<file path="config.mk">
export PLATFORM = sky130hd
export DESIGN_NAME = four_index_block_transpose_core_flat
export DESIGN_NICKNAME = d
export VERILOG_FILES = /design/src/hdl/fibt_pkg.sv /design/src/hdl/fibt_if.sv /design/src/hdl/fibt_cfg_regs.sv /design/src/hdl/fibt_index_ctr.sv /design/src/hdl/fibt_addr_out.sv /design/src/hdl/four_index_block_transpose_core.sv /design/src/flat_wrapper.sv
export SDC_FILE = /design/constraint.sdc
export NUM_CORES = 1
export LEC_CHECK = 0
export BUFFER_PORTS_ARGS = -buffer_cell sky130_fd_sc_hd__buf_4
export CELL_PAD_IN_SITES_DETAIL_PLACEMENT = 1
export CELL_PAD_IN_SITES_GLOBAL_PLACEMENT = 1
export CORE_MARGIN = 2
export CORE_UTILIZATION = 40
export CTS_BUF_LIST = sky130_fd_sc_hd__clkbuf_8
export DETAILED_ROUTE_END_ITERATION = 8
export GPL_TIMING_DRIVEN = 0
export PLACE_DENSITY = 0.82
export SLEW_MARGIN = 20
export SYNTH_ARGS = -nofsm -noshare
export SYNTH_HDL_FRONTEND = slang
export SYNTH_SLANG_ARGS = --single-unit
</file>
<file path="constraint.sdc">
create_clock -name clk -period 8.4 [get_ports clk]
set_input_delay 1.68 -clock clk [delete_from_list [all_inputs] [get_ports clk]]
set_output_delay 1.68 -clock clk [all_outputs]
set_load 0.02 [all_outputs]
</file>
<file path="src/hdl/fibt_pkg.sv">
`timescale 1ns / 1ps
// ----------------------------------------------------------------------------
// fibt_pkg
// Shared widths, register indexes, configuration bundle and helper functions
// for the four-index block transpose address generator.
// ----------------------------------------------------------------------------
package fibt_pkg;

  localparam int DATA_W     = 64;
  localparam int ADDR_W     = 28;
  localparam int X_CFG_W    = 6;
  localparam int G_CFG_W    = 5;
  localparam int B_CFG_W    = 11;
  localparam int CX_W       = X_CFG_W + G_CFG_W;
  localparam int BS_W       = 2 * CX_W;
  localparam int APB_DATA_W = 32;
  localparam int APB_ADDR_W = 5;
  localparam int REG_IDX_W  = 3;

  localparam int DEF_MAX_INNER  = 32;
  localparam int DEF_MAX_GROUP  = 16;
  localparam int DEF_MAX_BLOCKS = 1024;

  localparam logic [REG_IDX_W-1:0] REG_INNER_WIDTH_A = 3'd0;
  localparam logic [REG_IDX_W-1:0] REG_INNER_WIDTH_B = 3'd1;
  localparam logic [REG_IDX_W-1:0] REG_GROUP_COUNT_A = 3'd2;
  localparam logic [REG_IDX_W-1:0] REG_GROUP_COUNT_B = 3'd3;
  localparam logic [REG_IDX_W-1:0] REG_BLOCK_TOTAL   = 3'd4;
  localparam logic [REG_IDX_W-1:0] REG_SWAP_MODE     = 3'd5;

  // Effective (clamped) extents and derived products
  typedef struct packed {
    logic [X_CFG_W-1:0] x3n;
    logic [X_CFG_W-1:0] x2n;
    logic [G_CFG_W-1:0] c3n;
    logic [G_CFG_W-1:0] c2n;
    logic [B_CFG_W-1:0] nb;
    logic               swap;
    logic [CX_W-1:0]    cx2;
    logic [CX_W-1:0]    cx3;
    logic [BS_W-1:0]    blk_size;
  } cfg_t;

  typedef struct packed {
    logic adv;
    logic last;
  } blk_ctl_t;

  function automatic int idx_w(input int n);
    return (n > 1) ? $clog2(n) : 1;
  endfunction

  // grp * extent + pos
  function automatic int term_w(input int n_group);
    return idx_w(n_group) + X_CFG_W + 1;
  endfunction

  // zero reads as one, above the maximum reads as the maximum
  function automatic logic [B_CFG_W-1:0] clamp_ext(input logic [B_CFG_W-1:0] v,
                                                    input int hi);
    logic [B_CFG_W-1:0] r;
    r = v;
    if (v == '0) begin
      r = B_CFG_W'(1);
    end else if (int'(v) > hi) begin
      r = B_CFG_W'(hi);
    end
    return r;
  endfunction

endpackage

</file>
<file path="src/hdl/fibt_if.sv">
`timescale 1ns / 1ps
// ----------------------------------------------------------------------------
// fibt stream interfaces
// Valid/ready channels for source words in and placed words out.
// ----------------------------------------------------------------------------
interface fibt_in_if;
  import fibt_pkg::*;
  logic              valid;
  logic              ready;
  logic [DATA_W-1:0] data_in;
  modport source (output valid, output data_in, input ready);
  modport sink (input valid, input data_in, output ready);
endinterface

interface fibt_out_if;
  import fibt_pkg::*;
  logic              valid;
  logic              ready;
  logic [DATA_W-1:0] data_out;
  logic [ADDR_W-1:0] target_address;
  logic              last_word;
  modport source (output valid, output data_out, output target_address,
                  output last_word, input ready);
  modport sink (input valid, input data_out, input target_address,
                input last_word, output ready);
endinterface

</file>
<file path="src/hdl/fibt_cfg_regs.sv">
`timescale 1ns / 1ps
// ----------------------------------------------------------------------------
// fibt_cfg_regs
// APB register file: raw extents, clamped view and the products that the
// address datapath needs, updated on the write itself where possible.
// ----------------------------------------------------------------------------
module fibt_cfg_regs #(
  parameter int MAX_INNER  = fibt_pkg::DEF_MAX_INNER,
  parameter int MAX_GROUP  = fibt_pkg::DEF_MAX_GROUP,
  parameter int MAX_BLOCKS = fibt_pkg::DEF_MAX_BLOCKS
) (
  input  logic                            clk,
  input  logic                            rst,
  input  logic                            psel,
  input  logic                            penable,
  input  logic                            pwrite,
  input  logic [fibt_pkg::APB_ADDR_W-1:0] paddr,
  input  logic [fibt_pkg::APB_DATA_W-1:0] pwdata,
  output logic [fibt_pkg::APB_DATA_W-1:0] prdata,
  output logic                            pready,
  output fibt_pkg::cfg_t                  cfg
);
  import fibt_pkg::*;

  logic [X_CFG_W-1:0]   x3_raw;
  logic [X_CFG_W-1:0]   x2_raw;
  logic [G_CFG_W-1:0]   c3_raw;
  logic [G_CFG_W-1:0]   c2_raw;
  logic [B_CFG_W-1:0]   nb_raw;
  logic                 swap;
  logic [CX_W-1:0]      cx2;
  logic [CX_W-1:0]      cx3;
  logic [BS_W-1:0]      blk_size;
  logic [X_CFG_W-1:0]   x3n;
  logic [X_CFG_W-1:0]   x2n;
  logic [G_CFG_W-1:0]   c3n;
  logic [G_CFG_W-1:0]   c2n;
  logic [X_CFG_W-1:0]   wr_xn;
  logic [G_CFG_W-1:0]   wr_cn;
  logic                 wr_en;
  logic [REG_IDX_W-1:0] reg_idx;

  assign pready  = 1'b1;
  assign wr_en   = psel && penable && pwrite;
  assign reg_idx = paddr[APB_ADDR_W-1:2];

  assign x3n = X_CFG_W'(clamp_ext(B_CFG_W'(x3_raw), MAX_INNER));
  assign x2n = X_CFG_W'(clamp_ext(B_CFG_W'(x2_raw), MAX_INNER));
  assign c3n = G_CFG_W'(clamp_ext(B_CFG_W'(c3_raw), MAX_GROUP));
  assign c2n = G_CFG_W'(clamp_ext(B_CFG_W'(c2_raw), MAX_GROUP));

  assign wr_xn = X_CFG_W'(clamp_ext(B_CFG_W'(pwdata[X_CFG_W-1:0]), MAX_INNER));
  assign wr_cn = G_CFG_W'(clamp_ext(B_CFG_W'(pwdata[G_CFG_W-1:0]), MAX_GROUP));

  always_ff @(posedge clk) begin
    if (rst) begin
      x3_raw   <= X_CFG_W'(1);
      x2_raw   <= X_CFG_W'(1);
      c3_raw   <= G_CFG_W'(1);
      c2_raw   <= G_CFG_W'(1);
      nb_raw   <= B_CFG_W'(1);
      swap     <= 1'b0;
      cx2      <= CX_W'(1);
      cx3      <= CX_W'(1);
      blk_size <= BS_W'(1);
    end else begin
      blk_size <= BS_W'(cx2) * BS_W'(cx3);
      if (wr_en) begin
        case (reg_idx)
          REG_INNER_WIDTH_A: begin
            x3_raw <= pwdata[X_CFG_W-1:0];
            cx3    <= CX_W'(wr_xn) * CX_W'(c3n);
          end
          REG_INNER_WIDTH_B: begin
            x2_raw <= pwdata[X_CFG_W-1:0];
            cx2    <= CX_W'(wr_xn) * CX_W'(c2n);
          end
          REG_GROUP_COUNT_A: begin
            c3_raw <= pwdata[G_CFG_W-1:0];
            cx3    <= CX_W'(x3n) * CX_W'(wr_cn);
          end
          REG_GROUP_COUNT_B: begin
            c2_raw <= pwdata[G_CFG_W-1:0];
            cx2    <= CX_W'(x2n) * CX_W'(wr_cn);
          end
          REG_BLOCK_TOTAL: begin
            nb_raw <= pwdata[B_CFG_W-1:0];
          end
          REG_SWAP_MODE: begin
            swap <= pwdata[0];
          end
          default: begin
          end
        endcase
      end
    end
  end

  always_comb begin
    case (reg_idx)
      REG_INNER_WIDTH_A: prdata = APB_DATA_W'(x3_raw);
      REG_INNER_WIDTH_B: prdata = APB_DATA_W'(x2_raw);
      REG_GROUP_COUNT_A: prdata = APB_DATA_W'(c3_raw);
      REG_GROUP_COUNT_B: prdata = APB_DATA_W'(c2_raw);
      REG_BLOCK_TOTAL:   prdata = APB_DATA_W'(nb_raw);
      REG_SWAP_MODE:     prdata = APB_DATA_W'(swap);
      default:           prdata = '0;
    endcase
  end

  always_comb begin
    cfg.x3n      = x3n;
    cfg.x2n      = x2n;
    cfg.c3n      = c3n;
    cfg.c2n      = c2n;
    cfg.nb       = B_CFG_W'(clamp_ext(nb_raw, MAX_BLOCKS));
    cfg.swap     = swap;
    cfg.cx2      = cx2;
    cfg.cx3      = cx3;
    cfg.blk_size = blk_size;
  end

endmodule

</file>
<file path="src/hdl/fibt_index_ctr.sv">
`timescale 1ns / 1ps
// ----------------------------------------------------------------------------
// fibt_index_ctr
// Nested source index counters and the input register. Each accepted word
// is latched with its row terms grp_a*X3+pos_a and grp_b*X2+pos_b.
// ----------------------------------------------------------------------------
module fibt_index_ctr #(
  parameter int MAX_INNER  = fibt_pkg::DEF_MAX_INNER,
  parameter int MAX_GROUP  = fibt_pkg::DEF_MAX_GROUP,
  parameter int MAX_BLOCKS = fibt_pkg::DEF_MAX_BLOCKS
) (
  input  logic                                         clk,
  input  logic                                         rst,
  input  fibt_pkg::cfg_t                               cfg,
  input  logic                                         in_valid,
  output logic                                         in_ready,
  input  logic [fibt_pkg::DATA_W-1:0]                  data_in,
  output logic                                         s1_valid,
  input  logic                                         s1_ready,
  output logic [fibt_pkg::DATA_W-1:0]                  s1_data,
  output logic [fibt_pkg::term_w(MAX_GROUP)-1:0]       s1_t_a,
  output logic [fibt_pkg::term_w(MAX_GROUP)-1:0]       s1_t_b,
  output fibt_pkg::blk_ctl_t                           s1_ctl
);
  import fibt_pkg::*;

  localparam int XI_W = idx_w(MAX_INNER);
  localparam int GI_W = idx_w(MAX_GROUP);
  localparam int BI_W = idx_w(MAX_BLOCKS);
  localparam int T_W  = term_w(MAX_GROUP);

  logic [XI_W-1:0] pos_a, pos_a_next;
  logic [XI_W-1:0] pos_b, pos_b_next;
  logic [GI_W-1:0] grp_a, grp_a_next;
  logic [GI_W-1:0] grp_b, grp_b_next;
  logic [BI_W-1:0] block_index, block_index_next;
  logic            wrap_a, wrap_b, wrap_ga, wrap_gb, wrap_blk;
  logic            accept;
  logic [T_W-1:0]  t_a, t_b;
  blk_ctl_t        ctl;

  assign in_ready = !s1_valid || s1_ready;
  assign accept   = in_valid && in_ready;

  // counters may sit beyond a shrunk extent; >= makes them wrap
  assign wrap_a   = (XI_W+1)'(pos_a) + (XI_W+1)'(1) >= (XI_W+1)'(cfg.x3n);
  assign wrap_b   = (XI_W+1)'(pos_b) + (XI_W+1)'(1) >= (XI_W+1)'(cfg.x2n);
  assign wrap_ga  = (GI_W+1)'(grp_a) + (GI_W+1)'(1) >= (GI_W+1)'(cfg.c3n);
  assign wrap_gb  = (GI_W+1)'(grp_b) + (GI_W+1)'(1) >= (GI_W+1)'(cfg.c2n);
  assign wrap_blk = (BI_W+1)'(block_index) + (BI_W+1)'(1) >= (BI_W+1)'(cfg.nb);

  assign t_a = T_W'(grp_a) * T_W'(cfg.x3n) + T_W'(pos_a);
  assign t_b = T_W'(grp_b) * T_W'(cfg.x2n) + T_W'(pos_b);

  assign ctl.last = wrap_a && wrap_b && wrap_ga && wrap_gb && wrap_blk;
  assign ctl.adv  = wrap_a && wrap_b && wrap_ga && wrap_gb && !wrap_blk;

  always_comb begin
    pos_a_next       = pos_a + XI_W'(1);
    pos_b_next       = pos_b;
    grp_a_next       = grp_a;
    grp_b_next       = grp_b;
    block_index_next = block_index;
    if (wrap_a) begin
      pos_a_next = '0;
      pos_b_next = pos_b + XI_W'(1);
      if (wrap_b) begin
        pos_b_next = '0;
        grp_a_next = grp_a + GI_W'(1);
        if (wrap_ga) begin
          grp_a_next = '0;
          grp_b_next = grp_b + GI_W'(1);
          if (wrap_gb) begin
            grp_b_next       = '0;
            block_index_next = wrap_blk ? '0 : block_index + BI_W'(1);
          end
        end
      end
    end
  end

  always_ff @(posedge clk) begin
    if (rst) begin
      pos_a       <= '0;
      pos_b       <= '0;
      grp_a       <= '0;
      grp_b       <= '0;
      block_index <= '0;
      s1_valid    <= 1'b0;
    end else begin
      if (in_ready) begin
        s1_valid <= in_valid;
      end
      if (accept) begin
        pos_a       <= pos_a_next;
        pos_b       <= pos_b_next;
        grp_a       <= grp_a_next;
        grp_b       <= grp_b_next;
        block_index <= block_index_next;
      end
    end
  end

  always_ff @(posedge clk) begin
    if (accept) begin
      s1_data <= data_in;
      s1_t_a  <= t_a;
      s1_t_b  <= t_b;
      s1_ctl  <= ctl;
    end
  end

endmodule

</file>
<file path="src/hdl/fibt_addr_out.sv">
`timescale 1ns / 1ps
// ----------------------------------------------------------------------------
// fibt_addr_out
// Target address datapath and result register. Holds the running block base,
// advanced by blk_size as each block's last word loads the result register.
// ----------------------------------------------------------------------------
module fibt_addr_out #(
  parameter int MAX_GROUP = fibt_pkg::DEF_MAX_GROUP
) (
  input  logic                                   clk,
  input  logic                                   rst,
  input  fibt_pkg::cfg_t                         cfg,
  input  logic                                   s1_valid,
  output logic                                   s1_ready,
  input  logic [fibt_pkg::DATA_W-1:0]            s1_data,
  input  logic [fibt_pkg::term_w(MAX_GROUP)-1:0] s1_t_a,
  input  logic [fibt_pkg::term_w(MAX_GROUP)-1:0] s1_t_b,
  input  fibt_pkg::blk_ctl_t                     s1_ctl,
  output logic                                   out_valid,
  input  logic                                   out_ready,
  output logic [fibt_pkg::DATA_W-1:0]            data_out,
  output logic [fibt_pkg::ADDR_W-1:0]            target_address,
  output logic                                   last_word
);
  import fibt_pkg::*;

  localparam int T_W = term_w(MAX_GROUP);

  logic              out_free;
  logic              load;
  logic [ADDR_W-1:0] block_base, block_base_next;
  logic [T_W-1:0]    t_outer, t_inner;
  logic [CX_W-1:0]   stride;
  logic [ADDR_W-1:0] addr;

  assign out_free = !out_valid || out_ready;
  assign s1_ready = out_free;
  assign load     = s1_valid && out_free;

  assign t_outer = cfg.swap ? s1_t_b : s1_t_a;
  assign t_inner = cfg.swap ? s1_t_a : s1_t_b;
  assign stride  = cfg.swap ? cfg.cx3 : cfg.cx2;
  assign addr    = block_base + ADDR_W'(t_outer) * ADDR_W'(stride) + ADDR_W'(t_inner);

  always_comb begin
    block_base_next = block_base;
    if (s1_ctl.last) begin
      block_base_next = '0;
    end else if (s1_ctl.adv) begin
      block_base_next = block_base + ADDR_W'(cfg.blk_size);
    end
  end

  always_ff @(posedge clk) begin
    if (rst) begin
      out_valid  <= 1'b0;
      block_base <= '0;
    end else begin
      if (out_free) begin
        out_valid <= s1_valid;
      end
      if (load) begin
        block_base <= block_base_next;
      end
    end
  end

  always_ff @(posedge clk) begin
    if (load) begin
      data_out       <= s1_data;
      target_address <= addr;
      last_word      <= s1_ctl.last;
    end
  end

endmodule

</file>
<file path="src/hdl/four_index_block_transpose_core.sv">
`timescale 1ns / 1ps
// ----------------------------------------------------------------------------
// four_index_block_transpose_core
// Streams 64-bit words in source order and tags each with its element index
// in the transposed target array.
// ----------------------------------------------------------------------------
//  channel     dir  handshake               payload
//  in_stream   in   valid/ready             data_in
//  out_stream  out  valid/ready             data_out, target_address, last_word
//  apb         in   psel/penable, pready=1  paddr, pwdata, pwrite / prdata
//
//  One word per cycle sustained while out_stream.ready stays high; a word is
//  on out_stream once it has passed the input register, then the result
//  register with the address multiply-add and the block base accumulator.
//  Reset: counters and block base to zero, extents to 1, swap_mode to 0.
//  out_stream.ready low holds the result; the input register takes one more
//  word, then in_stream.ready drops until the result moves.
// ----------------------------------------------------------------------------
module four_index_block_transpose_core #(
  parameter int MAX_INNER  = fibt_pkg::DEF_MAX_INNER,
  parameter int MAX_GROUP  = fibt_pkg::DEF_MAX_GROUP,
  parameter int MAX_BLOCKS = fibt_pkg::DEF_MAX_BLOCKS
) (
  input  logic                            clk,
  input  logic                            rst,
  fibt_in_if.sink                         in_stream,
  fibt_out_if.source                      out_stream,
  input  logic                            psel,
  input  logic                            penable,
  input  logic                            pwrite,
  input  logic [fibt_pkg::APB_ADDR_W-1:0] paddr,
  input  logic [fibt_pkg::APB_DATA_W-1:0] pwdata,
  output logic [fibt_pkg::APB_DATA_W-1:0] prdata,
  output logic                            pready
);
  import fibt_pkg::*;

  localparam int T_W = term_w(MAX_GROUP);

  cfg_t              cfg;
  logic              s1_valid;
  logic              s1_ready;
  logic [DATA_W-1:0] s1_data;
  logic [T_W-1:0]    s1_t_a;
  logic [T_W-1:0]    s1_t_b;
  blk_ctl_t          s1_ctl;

  fibt_cfg_regs #(
    .MAX_INNER (MAX_INNER),
    .MAX_GROUP (MAX_GROUP),
    .MAX_BLOCKS(MAX_BLOCKS)
  ) u_cfg (
    .clk    (clk),
    .rst    (rst),
    .psel   (psel),
    .penable(penable),
    .pwrite (pwrite),
    .paddr  (paddr),
    .pwdata (pwdata),
    .prdata (prdata),
    .pready (pready),
    .cfg    (cfg)
  );

  fibt_index_ctr #(
    .MAX_INNER (MAX_INNER),
    .MAX_GROUP (MAX_GROUP),
    .MAX_BLOCKS(MAX_BLOCKS)
  ) u_ctr (
    .clk     (clk),
    .rst     (rst),
    .cfg     (cfg),
    .in_valid(in_stream.valid),
    .in_ready(in_stream.ready),
    .data_in (in_stream.data_in),
    .s1_valid(s1_valid),
    .s1_ready(s1_ready),
    .s1_data (s1_data),
    .s1_t_a  (s1_t_a),
    .s1_t_b  (s1_t_b),
    .s1_ctl  (s1_ctl)
  );

  fibt_addr_out #(
    .MAX_GROUP(MAX_GROUP)
  ) u_out (
    .clk           (clk),
    .rst           (rst),
    .cfg           (cfg),
    .s1_valid      (s1_valid),
    .s1_ready      (s1_ready),
    .s1_data       (s1_data),
    .s1_t_a        (s1_t_a),
    .s1_t_b        (s1_t_b),
    .s1_ctl        (s1_ctl),
    .out_valid     (out_stream.valid),
    .out_ready     (out_stream.ready),
    .data_out      (out_stream.data_out),
    .target_address(out_stream.target_address),
    .last_word     (out_stream.last_word)
  );

endmodule

</file>
<file path="src/flat_wrapper.sv">
// flat-port wrapper written by rule: the top's interface ports become plain ports
module four_index_block_transpose_core_flat import fibt_pkg::*;
#(
  parameter int MAX_INNER  = fibt_pkg::DEF_MAX_INNER,
  parameter int MAX_GROUP  = fibt_pkg::DEF_MAX_GROUP,
  parameter int MAX_BLOCKS = fibt_pkg::DEF_MAX_BLOCKS
)
  (clk, rst, psel, penable, pwrite, paddr, pwdata, prdata, pready, in_stream_valid, in_stream_data_in, in_stream_ready, out_stream_valid, out_stream_data_out, out_stream_target_address, out_stream_last_word, out_stream_ready);
  fibt_in_if in_stream_i ();
  fibt_out_if out_stream_i ();
  input  logic clk;
  input  logic rst;
  input  logic psel;
  input  logic penable;
  input  logic pwrite;
  input  logic [fibt_pkg::APB_ADDR_W-1:0] paddr;
  input  logic [fibt_pkg::APB_DATA_W-1:0] pwdata;
  output logic [fibt_pkg::APB_DATA_W-1:0] prdata;
  output logic pready;
  input wire logic [$bits(in_stream_i.valid)-1:0] in_stream_valid;
  input wire logic [$bits(in_stream_i.data_in)-1:0] in_stream_data_in;
  output wire logic [$bits(in_stream_i.ready)-1:0] in_stream_ready;
  output wire logic [$bits(out_stream_i.valid)-1:0] out_stream_valid;
  output wire logic [$bits(out_stream_i.data_out)-1:0] out_stream_data_out;
  output wire logic [$bits(out_stream_i.target_address)-1:0] out_stream_target_address;
  output wire logic [$bits(out_stream_i.last_word)-1:0] out_stream_last_word;
  input wire logic [$bits(out_stream_i.ready)-1:0] out_stream_ready;
  assign in_stream_i.valid = in_stream_valid;
  assign in_stream_i.data_in = in_stream_data_in;
  assign in_stream_ready = in_stream_i.ready;
  assign out_stream_valid = out_stream_i.valid;
  assign out_stream_data_out = out_stream_i.data_out;
  assign out_stream_target_address = out_stream_i.target_address;
  assign out_stream_last_word = out_stream_i.last_word;
  assign out_stream_i.ready = out_stream_ready;
  four_index_block_transpose_core #(.MAX_INNER(MAX_INNER), .MAX_GROUP(MAX_GROUP), .MAX_BLOCKS(MAX_BLOCKS)) u_core (.clk(clk), .rst(rst), .in_stream(in_stream_i), .out_stream(out_stream_i), .psel(psel), .penable(penable), .pwrite(pwrite), .paddr(paddr), .pwdata(pwdata), .prdata(prdata), .pready(pready));
endmodule
</file>
* Word-level counts from Yosys, hierarchy flattened *
Cells that the tools add are included.

storage, ports and cells
  register bits after elaboration = 317
  output and inout port bits = 128
  logic and storage cells = 130
  input port bits = 108

cells by class
  equal/unequal tests = 5
  $add $sub $neg = 15
  $mul = 8
  muxes and demuxes = 27
  $lt $le $gt $ge = 12
  reduce and logical (&&, ||, !) cells = 38

operators with widths
  operator               count
  $pmux 11 s6            1
  $add 28x22->28         2
  $mux 28                2
  $mux 11                5
  $mul 11x11->22         2
  $mul 6x5->11           4
  $pmux 11 s2            2
  $mux 5                 8
  $mux 6                 6
  $add 28x11->28         1
  $add 10x5->11          2
  $mul 4x6->10           2
  $reduce_and 2->1       10
  $gt 6x6->1 const B     3
  $logic_not 6->1        3
  $gt 5x5->1 const B     3
  $logic_not 5->1        3
  $add 5x1->6 const B    2
  $ge 6x6->1             2
  $add 10x1->11 const B  1
  $ge 11x11->1           1
  $gt 11x11->1 const B   1
  $logic_not 11->1       1
  $add 10x1->10 const B  1
  17 further kinds       37

* Logic depth before layout (Yosys ltp) *
  depth in word-level cells = 8
  gate-level depth with buffers = 25
  depth with buffers taken out = 22

* By module *
Synthesis repeated with hierarchy kept, for this count alone.

unflattened totals
  cell total of the unflattened synthesis = 3,044
  area, all modules = 28,803.9 µm²

modules (own cells, without submodules)
  module          cells each  times used  area each (µm²)  sequential area each (µm²)
  fibt_cfg_regs   1,387       1           11,259.5         1,561.5
  fibt_addr_out   1,055       1           10,701.5         3,373.2
  fibt_index_ctr  602         1           6,842.8          3,223.1

* Worst setup path before layout *
OpenSTA, ideal clock, no wires.

  kind = input-to-reg
  start point = input port out_stream_ready
  end point = register u_core.u_out.block_base[10]
  cell stages on the path = 6
  data required time = 8,283 ps
  arrival = 7,924 ps
  library setup time = 117 ps
  buffers on the path = 1
  path slack = 359 ps
  path through = nor2b_1 nor2b_1 o21ai_0 and2_1 clkbuf_1 a22o_1

between the ends
  longest elaborated chain between the ends = 3

RTL lines
  what                         line                 source
  from (decl)                  flat_wrapper.sv:27   input wire logic [$bits(out_stream_i.ready)-1:0] out_stream_ready;
  $logic_or 1x1->1             fibt_addr_out.sv:36  assign out_free = !out_valid || out_ready;
  $logic_and 1x1->1            fibt_addr_out.sv:38  assign load = s1_valid && out_free;
  named net u_core.u_out.load  fibt_addr_out.sv:30  logic load;
  $reduce_and 2->1 (no line)   -
  to (signal assigned)         fibt_addr_out.sv:63  block_base <= block_base_next;
  to (decl)                    fibt_addr_out.sv:31  logic [ADDR_W-1:0] block_base, block_base_next;

The timed path passes the listed nets, and every way through them passes these cells.
A chain may end at the register's enable or synchronous reset.

* Final worst setup path *
  start point = register u_core.u_cfg.swap
  end point = register u_core.u_out.target_address[26] (netlist bit), data pin

between the ends
  longest elaborated chain between the ends = 4
  elaborated cells on any way between the ends = 6
  those cells by class = add/sub (2); mul (1); mux (3)

RTL lines
  what                               line                                      source
  from (decl)                        fibt_cfg_regs.sv:30                       logic swap;
  from (signal assigned)             fibt_cfg_regs.sv:90                       swap <= pwdata[0];
  $mux 11, on equally long branches  fibt_addr_out.sv:40, fibt_addr_out.sv:42
  $mul 11x11->22                     fibt_addr_out.sv:43                       assign addr = block_base + ADDR_W'(t_outer) * ADDR_W'(stride) + ADDR_W'(t_inner);
  $add 28x22->28                     fibt_addr_out.sv:43
  $add 28x11->28 (*)                 fibt_addr_out.sv:43
  named net u_core.u_out.addr[26]    fibt_addr_out.sv:34                       logic [ADDR_W-1:0] addr;
  to (signal assigned)               fibt_addr_out.sv:71                       target_address <= addr;
  to (decl)                          fibt_addr_out.sv:22                       output logic [fibt_pkg::ADDR_W-1:0] target_address,

Mark *: on every way through the listed nets, which the timed path passes. The rest lies on a longest branch.

==> impl_metrics.tcl <==
set metrics [dict create \
    status "complete, no violations" \
    die-area_um2 71800 \
    cts_inserted_buffers 57 \
    clock_skew_ps 44.0 \
    io_pins 236 \
    wirelength_mm 79.6 \
    vias 21469 \
    insertion_delay_ps 700 \
    setup_tns_ps 0 \
    ys_ff_latch 317 \
    power.leakage_nw 14.7 \
    end_kind "flip-flop" \
    final_nets 3851 \
    synth_top_area_cell "edfxtp_1" \
    start_kind "flip-flop" \
    place.gp.congestion 0.931 \
    viasPerCell 5.17 \
    grt_pass1_wl_mm 126 \
    place_hpwl_mm 64.0 \
    period_share_pct 93.2 \
    syn_avg_cell_area_um2 9.59 \
    cts_tree "yes" \
    power_density_nw_per_um2 117 \
    min_path_type "reg -> reg" \
    synth.top_cell.area_share_pct 19.5 \
    ant_nets 0 \
    fmax_mhz 128 \
    met3_length_mm 3.85 \
    ir_worst_vdd_uv 136 \
    synth_flop_cell "edfxtp_1" \
    port-buffer-count 187 \
    h-tree-depth 2 \
    grt_pass1_vias 23287 \
    drt_first_pass_iters 5 \
    drive_gt1_share_pct 11.1 \
    required_ps 8790 \
    wl_met1_mm 32.6 \
    max-cap-violations 0 \
    final_util_pct 46.3 \
    cts_sinks 317 \
    synth_edf_count 181 \
    die_h_um 268 \
    hold_viol 0 \
    slew_violations 0 \
    wl_per_cell_um 19.2 \
    root_buffer "clkbuf_8" \
    hold_slack_ps 410 \
    slew_headroom_pct 24.9 \
    detail_route.iter0.violations 1145 \
    grt_overflow 0 \
    cts_setup_buffers 0 \
    cts-resized-gates 0 \
    grt_usage_pct 22.3 \
    clk_path_buf_depth 3 \
    path_clk_slew_ps 60 \
    layout_min_cycle_time_ps 7830 \
    rsz0062_at_grt "false" \
    criticalPathCategory "reg -> reg" \
    ys_types 82 \
    area_growth_pct 14.1 \
    met2_wirelength_mm 40.2 \
    syn_inst 2903 \
    synthTopCellsByArea "edfxtp_1, fa_1, ha_1, dfxtp_1, inv_1" \
    setup_viol 0 \
    cts_hold_buf 0 \
    highest_layer "met4" \
    ys_warn_count 0 \
    core_region_area_um2 68700 \
    antenna_found_initial 3 \
    synth-seq-area-share_pct 29.3 \
    worst_slew_pin_slew_ps 1130 \
    drcViolationCount 0 \
    synth_area_um2 27900 \
    die_w_um 268 \
    start_util_pct 40.5 \
    yosysMostFrequentCell "inv_1" \
    worst-path-max-fanout 10 \
    ys_top_cells_by_count "inv_1, nand2_1, ha_1" \
    crit_arrival_ps 8220 \
    grt_start_max_net_pins 96 \
    ys_async_sr_fraction_pct 0 \
    rows 96 \
]
registers in the layout, summed over array words and instances, names as in the netlist:
register                     count
u_core.u_out.data_out           64
u_core.u_cfg.x2_raw              6
u_core.u_ctr.s1_t_a             11
u_core.u_cfg.cx2                11
u_core.u_ctr.s1_t_b             11
u_core.u_ctr.block_index        10
u_core.u_out.out_valid           1
u_core.u_cfg.c2_raw              5
u_core.u_ctr.s1_valid            1
u_core.u_cfg.swap                1
u_core.u_ctr.s1_data            64
u_core.u_ctr.pos_a               5
u_core.u_cfg.x3_raw              6
u_core.u_cfg.cx3                11
u_core.u_ctr.grp_a               4
u_core.u_cfg.c3_raw              5
u_core.u_cfg.blk_size           22
u_core.u_cfg.nb_raw             11
u_core.u_ctr.s1_ctl              2
u_core.u_ctr.grp_b               4
u_core.u_out.target_address     28
u_core.u_out.last_word           1
u_core.u_ctr.pos_b               5
u_core.u_out.block_base         28
area by class of cell:
type	instances	area, um2
tap	931	1160
sequential	317	8160
clock buffer	60	826
antenna	3	7.51
buffer	123	569
multi-input combinational	2032	17500
inverter	451	1690
clock inverter	48	343
timing repair buffer	191	1510
fill	8009	36900
placed cells by master (no fill, tap or decap), types with 8 or more instances in the layout:
cell,Yosys,routed
o21ai_1,20,20
edfxtp_1,181,181
nand2b_1,22,22
and3_1,8,8
nor3_1,33,33
mux2i_1,39,39
clkbuf_1,86,86
a21o_1,41,41
fa_1,266,266
o21ai_0,57,57
xnor2_1,81,81
nand3_1,46,46
a22o_1,12,12
conb_1,2,22
nor2b_1,43,42
buf_4,22,209
o21a_1,9,9
dfxtp_1,136,136
nor2_1,204,204
nand2_1,355,355
a21oi_1,141,141
clkinv_1,2,18
inv_1,449,459
clkinv_2,0,12
o21bai_1,20,20
mux2_2,17,17
ha_1,304,304
buf_2,8,8
a22oi_1,10,10
o211ai_1,8,8
xor2_1,37,37
a211oi_1,10,10
and2_1,102,102
clkbuf_8,0,60
layer usage:
| metal | up-vias | global-route usage (%) |
|---|---|---|
| li1 | 10011 | - |
| met1 | 10731 | 27.0 |
| met2 | 560 | 40.5 |
| met3 | 167 | 2.80 |
| met4 | 0 | 8.06 |
| met5 | - | 0 |
final timing paths:
path         cells past startpoint                         endpoint                     start  slack (ps)
max reg2reg                     24  u_core.u_out.target_address[26]         u_core.u_cfg.swap         570
max                             24  u_core.u_out.target_address[26]         u_core.u_cfg.swap         570
min                              0        u_core.u_out.data_out[11]  u_core.u_ctr.s1_data[11]         410
min reg2reg                      0        u_core.u_out.data_out[11]  u_core.u_ctr.s1_data[11]         410
power by group:
group	internal (mW)	leakage [nW]	switching, mW
Combinational	0.171	11.2	0.295
Sequential	1.71	2.84	0.0317
Clock	0.798	0.637	0.726
per-stage QoR:
stage	worst slack (ps)	area (um2)	total power, mW	std cells
after floorplan	359	27900	2.04	2923
after global placement	-2550	30500	2.21	4041
after detailed placement	717	30600	2.23	4045
after CTS	747	31800	3.76	4153
after global routing	276	31800	3.88	4156
final	570	31800	3.73	4156
worst max-delay path, cell delays in order (launching register included):
cell and delay, ps:
dfxtp_1 310, clkbuf_1 170, buf_1 760, buf_2 490, mux2i_1 740, nor2_1 160, fa_1 580, inv_1 60
fa_1 530, inv_1 50, fa_1 470, fa_1 510, inv_1 50, fa_1 480, inv_1 50, ha_1 270
buf_2 170, nand4_1 120, nor4_1 340, nor2_1 150, a21boi_1 350, a311o_1 320, a21oi_1 110, mux2i_1 160
o311ai_1 140
logic make-up after synthesis:
| kind of cell | Yosys count | share of synthesized area, % |
|---|---|---|
| xor gates and xnor gates | 118 | 3.71 |
| and+or+nand+nor | 864 | 14.3 |
| AOI/OAI and AO/OA | 396 | 9.27 |
| buffers and inverters | 574 | 8.12 |
| other | 2 | 0.0270 |
| muxes | 62 | 2.49 |
| DFF | 317 | 29.3 |
| adders and majority gates | 570 | 32.8 |
Note: power is estimated with default switching activity, not from simulation.
